==> src/rtl/core/gost_bc_pkg.sv <==
`timescale 1ns / 1ps

package gost_bc_pkg;

    localparam int NUM_ROUNDS = 32;
    localparam int NUM_KEYS   = 8;
    localparam int ROT_LEFT   = 11;
    localparam int CFG_IDX_W  = 4;

    // Mode codes carried on the input tuser
    typedef enum logic [2:0] {
        MODE_ECB_ENC = 3'd0,
        MODE_ECB_DEC = 3'd1,
        MODE_CBC_ENC = 3'd2,
        MODE_CBC_DEC = 3'd3,
        MODE_LOAD_IV = 3'd4
    } t_mode;

    // One word moving down the row of round cells
    typedef struct packed {
        logic        vld;
        logic        dec;
        logic        cbc_enc;
        logic        cbc_dec;
        logic [63:0] chain;
        logic [31:0] a;      // half fed into the round function
        logic [31:0] b;      // half that takes the XOR
    } t_cell_word;

    typedef logic [3:0] t_sbox [8][16];

    localparam t_sbox SBOX = '{
        '{4'd14, 4'd4,  4'd13, 4'd1,  4'd2,  4'd15, 4'd11, 4'd8,
          4'd3,  4'd10, 4'd6,  4'd12, 4'd5,  4'd9,  4'd0,  4'd7},
        '{4'd15, 4'd1,  4'd8,  4'd14, 4'd6,  4'd11, 4'd3,  4'd4,
          4'd9,  4'd7,  4'd2,  4'd13, 4'd12, 4'd0,  4'd5,  4'd10},
        '{4'd10, 4'd0,  4'd9,  4'd14, 4'd6,  4'd3,  4'd15, 4'd5,
          4'd1,  4'd13, 4'd12, 4'd7,  4'd11, 4'd4,  4'd2,  4'd8},
        '{4'd7,  4'd13, 4'd14, 4'd3,  4'd0,  4'd6,  4'd9,  4'd10,
          4'd1,  4'd2,  4'd8,  4'd5,  4'd11, 4'd12, 4'd4,  4'd15},
        '{4'd2,  4'd12, 4'd4,  4'd1,  4'd7,  4'd10, 4'd11, 4'd6,
          4'd8,  4'd5,  4'd3,  4'd15, 4'd13, 4'd0,  4'd14, 4'd9},
        '{4'd12, 4'd1,  4'd10, 4'd15, 4'd9,  4'd2,  4'd6,  4'd8,
          4'd0,  4'd13, 4'd3,  4'd4,  4'd14, 4'd7,  4'd5,  4'd11},
        '{4'd4,  4'd11, 4'd2,  4'd14, 4'd15, 4'd0,  4'd8,  4'd13,
          4'd3,  4'd12, 4'd9,  4'd7,  4'd5,  4'd10, 4'd6,  4'd1},
        '{4'd13, 4'd2,  4'd8,  4'd4,  4'd6,  4'd15, 4'd11, 4'd1,
          4'd10, 4'd9,  4'd3,  4'd14, 4'd5,  4'd0,  4'd12, 4'd7}
    };

    // Substitute the eight nibbles, then rotate left; the top nibble uses row 0
    function automatic logic [31:0] round_fn(input logic [31:0] x);
        logic [31:0] w;
        for (int j = 0; j < 8; j++) begin
            w[4*j +: 4] = SBOX[7-j][x[4*j +: 4]];
        end
        return {w[31-ROT_LEFT:0], w[31:32-ROT_LEFT]};
    endfunction

    // Key word used at a round: 24 forward then 8 reversed for encrypt,
    // 8 forward then 24 reversed for decrypt
    function automatic logic [2:0] key_index(input int rnd, input logic dec);
        logic fwd;
        logic [2:0] pos;
        fwd = dec ? (rnd < 8) : (rnd < 24);
        pos = 3'(rnd % NUM_KEYS);
        return fwd ? pos : 3'(NUM_KEYS - 1) - pos;
    endfunction

endpackage

==> src/rtl/core/gost_bc_round_cell.sv <==
`timescale 1ns / 1ps

module gost_bc_round_cell
    import gost_bc_pkg::*;
(
    input  logic        i_clk,
    input  logic        i_rst_n,
    input  logic        i_en,
    input  t_cell_word  i_word,
    input  logic [31:0] i_key_enc,
    input  logic [31:0] i_key_dec,
    output t_cell_word  o_word
);

    t_cell_word  r_word;
    t_cell_word  n_word;
    logic [31:0] key;
    logic [31:0] sum;

    // One Feistel round: add key, substitute, rotate, mix and swap halves
    always_comb begin
        key    = i_word.dec ? i_key_dec : i_key_enc;
        sum    = i_word.a + key;
        n_word = i_word;
        n_word.a = i_word.b ^ round_fn(sum);
        n_word.b = i_word.a;
    end

    // Advance when the row moves; only the valid bit needs reset
    always_ff @(posedge i_clk) begin
        if (!i_rst_n) begin
            r_word.vld <= 1'b0;
        end else if (i_en) begin
            r_word.vld <= n_word.vld;
        end
        if (i_en) begin
            r_word.dec     <= n_word.dec;
            r_word.cbc_enc <= n_word.cbc_enc;
            r_word.cbc_dec <= n_word.cbc_dec;
            r_word.chain   <= n_word.chain;
            r_word.a       <= n_word.a;
            r_word.b       <= n_word.b;
        end
    end

    assign o_word = r_word;

endmodule

==> config.mk <==
export PLATFORM = sky130hd
export DESIGN_NAME = gost_bc_round_cell
export DESIGN_NICKNAME = d
export VERILOG_FILES = /design/src/rtl/core/gost_bc_pkg.sv /design/src/rtl/core/gost_bc_round_cell.sv
export SDC_FILE = /design/constraint.sdc
export NUM_CORES = 1
export LEC_CHECK = 0
export BUFFER_PORTS_ARGS = -buffer_cell sky130_fd_sc_hd__buf_2
export CAP_MARGIN = 20
export CORE_AREA = 8 8 121 146
export DETAILED_ROUTE_END_ITERATION = 10
export DIE_AREA = 0 0 129 154
export PLACE_DENSITY_LB_ADDON = 0.25
export SLEW_MARGIN = 25
export SYNTH_ARGS = -nofsm -noshare
export SYNTH_HDL_FRONTEND = slang
export SYNTH_SLANG_ARGS = --single-unit
==> constraint.sdc <==
create_clock -name i_clk -period 6.8 [get_ports i_clk]
set_clock_uncertainty 0.05 [all_clocks]
set_input_delay 0.68 -clock i_clk [delete_from_list [all_inputs] [get_ports i_clk]]
set_output_delay 0.68 -clock i_clk [all_outputs]
set_load 0.01 [all_outputs]
# Word level (Yosys, flattened, before mapping)
# Memory sizes are Yosys's and may differ from the RTL's.
# Cells that the tools add are included.
# totals
ff_bits	132
memories	8
mem_bits_ro	512
out_inout_bits	132
input_bits	199
# classes
mux	17
add_sub_neg	1
n_bitwise	9
magnitude_cmp	8
# memory_table
name	depth	width	rd	rd_clocked_by_memory_dff	write_ports	line	text
(no name shown)	16	4	1	0	0	gost_bc_pkg.sv:55	w[4*j +: 4] = SBOX[7-j][x[4*j +: 4]];
(no name shown)	16	4	1	0	0	gost_bc_pkg.sv:55	
(no name shown)	16	4	1	0	0	gost_bc_pkg.sv:55	
(no name shown)	16	4	1	0	0	gost_bc_pkg.sv:55	
(no name shown)	16	4	1	0	0	gost_bc_pkg.sv:55	
(no name shown)	16	4	1	0	0	gost_bc_pkg.sv:55	
+2 memories	--	--	--	--	--	--	
# op_table
cell	count
2-to-1 mux 4 bit	16
greater-or-equal comparator 5 bit, second input constant	8
inverter 4 -> 5 bit	8
adder 32 bit	1
2-to-1 mux 32 bit	1
XOR 32 bit	1

# Depth between registers and ports, before layout
# logic_depth
word_depth	7
ltp_mapped	20
depth_no_buf	18

# Least setup slack after synthesis
# OpenSTA, ideal clock, no wires.
# synth_path
path_type	input -> register
startpoint	input port i_word[130] (netlist name)
endpoint	register r_word (netlist bit o_word[35]), data pin
cell_stages	17
t_arrival_ns	4.530
required_ns	6.492
setup_slack_ns	1.962
n_path_buf	2
setup_ns	0.258
cell_sequence	clkbuf_1 -> buf_1 -> mux2_2 -> ha_1 -> a21oi_4 -> o211ai_1 -> a211oi_2 -> a211oi_2 -> o41ai_4 -> o21ai_0 -> xor2_1 -> inv_1 -> ha_1 -> inv_1 -> mux2_2 -> mux2i_1 -> xnor2_1
# synth_rtl
element	line	text
start, declared	gost_bc_round_cell.sv:9	input t_cell_word i_word,
end, declared	gost_bc_round_cell.sv:15	t_cell_word r_word;

==> flow_summary.ini <==
[critical_path]
crit_family = compound AO/OA/AOI/OAI gates
cp-start-kind = input pin
worst_setup_path_end_kind = register
crit_path_max_incr_delay_ns = 0.62
worst_r2r_startpoint = o_word[131]$_SDFFE_PN0P_
critPathArrivalTime_ns = 5.02
timing.critical_path.cells = buf_2 -> mux2_2 -> ha_1 -> a21oi_1 -> o211ai_1 -> a211oi_2 -> a211oi_2 -> o41ai_4 -> o21ai_0 -> xor2_1 -> inv_1 -> ha_1 -> inv_1 -> mux2_2 -> mux2i_1 -> xnor2_1
critical_path_buf_inv_count = 3
cp.required_ns = 6.92
timing.setup.critical_path_class = input pin to register
critical_path.startpoint = i_word[130]
crit_path_max_fanout = 33
termination_of_the_worst_setup_path = o_word[35]$_DFFE_PP_
reg2reg_to = o_word[131]$_SDFFE_PN0P_
worstRegToRegCells = 2
reg2reg_slack_ns = 6.16
crit_path_top_delay_cell = sky130_fd_sc_hd__buf_2
crit_cells = 16

[sta]
relSlewSlack_pct = 37.5
finalMaxSlewViolations = 0
hold_viol = 0
setup_violations = 0
timing_worst_slew_pin_value_ns = 0.937
grt_setup_unrepaired = no
tns_ns = 0
timing.final.crit_share_pct = 72.2
clock.fmax_mhz = 204
period_minus_ws_final_ns = 4.91
fin_ws_ns = 1.89

[clock_network]
cts.repair_timing.setup_buffer_count = 0
cts-root-buf = sky130_fd_sc_hd__clkbuf_16
post_cts.resized_instances = 0
cts_tree = yes
clock_sink_count = 132
htree_levels = 4
cts_inserted_buffers = 17
path_clk_slew_ns = 0.06
cts_hold_buf = 0
clock_network_latency_to_the_later_pin_of_the_worst_skew_pair_ns = 0.41
max-clock-path-buffers = 2

[placed_design]
gp_congestion = 0.845
place.port_buffers = 330
hpwl_um = 17900
placed_cells_incl_taps = 1153
detailedPlace.worstSlack_ns = 1.39

[synth]
synth_cell_type_count = 73
yosys_warnings = 0
syn_area_um2 = 7970
synth.top_cells.by_area = sky130_fd_sc_hd__edfxtp_1, sky130_fd_sc_hd__ha_1, sky130_fd_sc_hd__mux2_2
synth.most_common_cell = sky130_fd_sc_hd__edfxtp_1
ys_dominant_reg_cell = sky130_fd_sc_hd__edfxtp_1
post_synth_edffs = 131
seq_area_frac_synth_pct = 49.6
commonest_cells_post_synth = sky130_fd_sc_hd__edfxtp_1, sky130_fd_sc_hd__ha_1, sky130_fd_sc_hd__xnor2_1, sky130_fd_sc_hd__a21oi_1, sky130_fd_sc_hd__inv_1
synth_cells = 626
syn-mean-instance-area_um2 = 12.7
yosys.area.top_type_share_pct = 49.4
synth_seq_cells = 132
synth_nets = 895
async_reset_ff_share_pct = 0
synth_top_area_cell = sky130_fd_sc_hd__edfxtp_1

[floorplanning]
fp.coreArea_um2 = 15300
floorplan.initialDensity_pct = 52.0
die_w_um = 129
fp.dieH_um = 154
io_pins = 331
die_area_um2 = 19900
num_rows = 50

[global_route]
vias_in_the_first_global_route = 6216
grt_pass1_wl_um = 33200
congestion_overflow_gr = 0
grt_start_max_net_pins = 80
antenna_found_initial = 1
globalRouteTotalUtil_pct = 21.7

[cells_and_area]
number_of_non_filler_instances_in_the_completed_layout = 1184
share_of_cells_above_drive_strength_1_pct = 44.6
post-route-util_pct = 67.9
flip_flop_count_of_the_largest_register_after_layout = 132
final.fill_count = 1189
design.final.nets = 1233
insertedDiodeCount = 0
area_delta_synth_final_pct = 30.6

[min_path]
hold_path_class = input pin to register
hold_path_startpoint = i_word[81]
min_delay_path_depth = 1

[route]
wl_met1_um = 8170
met2_wirelength_um = 11400
drtAntennaViolNets = 0
route.detailed.wl_per_inst_um = 18.5
drtIter0Drc = 303
drc = 0
met3_length_um = 2070
avg_vias_per_cell = 5.18
wl_um = 21900
num_vias = 6129
route.top_layer_used = met5
drt_pre_antenna_iters = 4

[pwr]
total_power_mw = 3.02
total_leakage_power_nw = 4.64
peakVddDrop_v = 0.000159
power.density_cell_area_nw_per_um2 = 290

[run]
max_cap_violations = 0

[run_status]
status = completed
-- cell families (layout without fill, tap and decap cells) --
kind of cell / Yosys count / after routing / share of synthesized area [%]
xor+xnor: 67 / 67 / 7.60
compound gates: 142 / 142 / 13.0
flops: 132 / 132 / 49.6
buf+inv: 50 / 400 / 2.39
simple gates: 106 / 106 / 6.78
mux: 59 / 59 / 9.58
fa+ha+maj: 70 / 70 / 11.1
-- worst min path at each step --
stage	to
after global placement	o_word[131]$_SDFFE_PN0P_
after floorplan	o_word[131]$_SDFFE_PN0P_
after detailed placement	o_word[131]$_SDFFE_PN0P_
after global routing	o_word[105]$_DFFE_PP_
after CTS	o_word[81]$_DFFE_PP_
final	o_word[81]$_DFFE_PP_
-- worst register-to-register path: cells and delay by family (launching register included) --
kind             cells  cell delay [ns]
DFF                  1             0.31
muxes                1             0.12
and+or+nand+nor      1             0.06
-- report_power, final --
group	internal [mW]	total, mW	switching (mW)
Combinational	0.486	1.07	0.583
Clock	0.506	0.863	0.357
Sequential	1.06	1.09	0.0255
-- stage by stage --
| stage | hold WS, ns | instance area, um2 |
|---|---|---|
| 2_1_floorplan | 0.488 | 7970 |
| 3_3_place_gp | 0.446 | 9850 |
| 3_5_place_dp | 0.461 | 9850 |
| 4_1_cts | 0.371 | 10400 |
| 5_1_grt | 0.369 | 10400 |
| 6_report | 0.386 | 10400 |
-- per-layer routing --
metal	vias up	GRT usage [%]
li1	3036	-
met1	2834	23.5
met2	229	38.9
met3	28	7.72
met4	2	6.00
met5	-	0
-- area by class of cell --
class                           count  area [um2]  share of cell area [%]
Inverter                           38         143                    1.37
Tap cell                          208         260                    2.50
Sequential cell                   132        3950                    38.0
Clock buffer                       17         425                    4.09
Multi-Input combinational cell    444        3830                    36.8
Timing Repair Buffer              331        1670                    16.0
Clock inverter                     14         133                    1.27
-- cells in the final DEF (no fill, tap or decap), types with 6 or more instances in the layout --
master / synthesis / final
sky130_fd_sc_hd__mux4_2: 10 / 10
sky130_fd_sc_hd__nor2_1: 22 / 22
sky130_fd_sc_hd__mux2_2: 34 / 34
sky130_fd_sc_hd__a21oi_1: 37 / 37
sky130_fd_sc_hd__a211oi_1: 10 / 10
sky130_fd_sc_hd__o21ai_0: 28 / 28
sky130_fd_sc_hd__ha_1: 69 / 69
sky130_fd_sc_hd__edfxtp_1: 131 / 131
sky130_fd_sc_hd__buf_2: 2 / 329
sky130_fd_sc_hd__nor2b_1: 6 / 6
sky130_fd_sc_hd__mux2i_1: 14 / 14
sky130_fd_sc_hd__a21o_1: 13 / 13
sky130_fd_sc_hd__xor2_1: 25 / 25
sky130_fd_sc_hd__clkbuf_16: 0 / 17
sky130_fd_sc_hd__xnor2_1: 41 / 41
sky130_fd_sc_hd__nand2_1: 32 / 32
sky130_fd_sc_hd__nor3_1: 7 / 7
sky130_fd_sc_hd__inv_1: 37 / 37
Note: power is estimated with default switching activity, not from simulation.
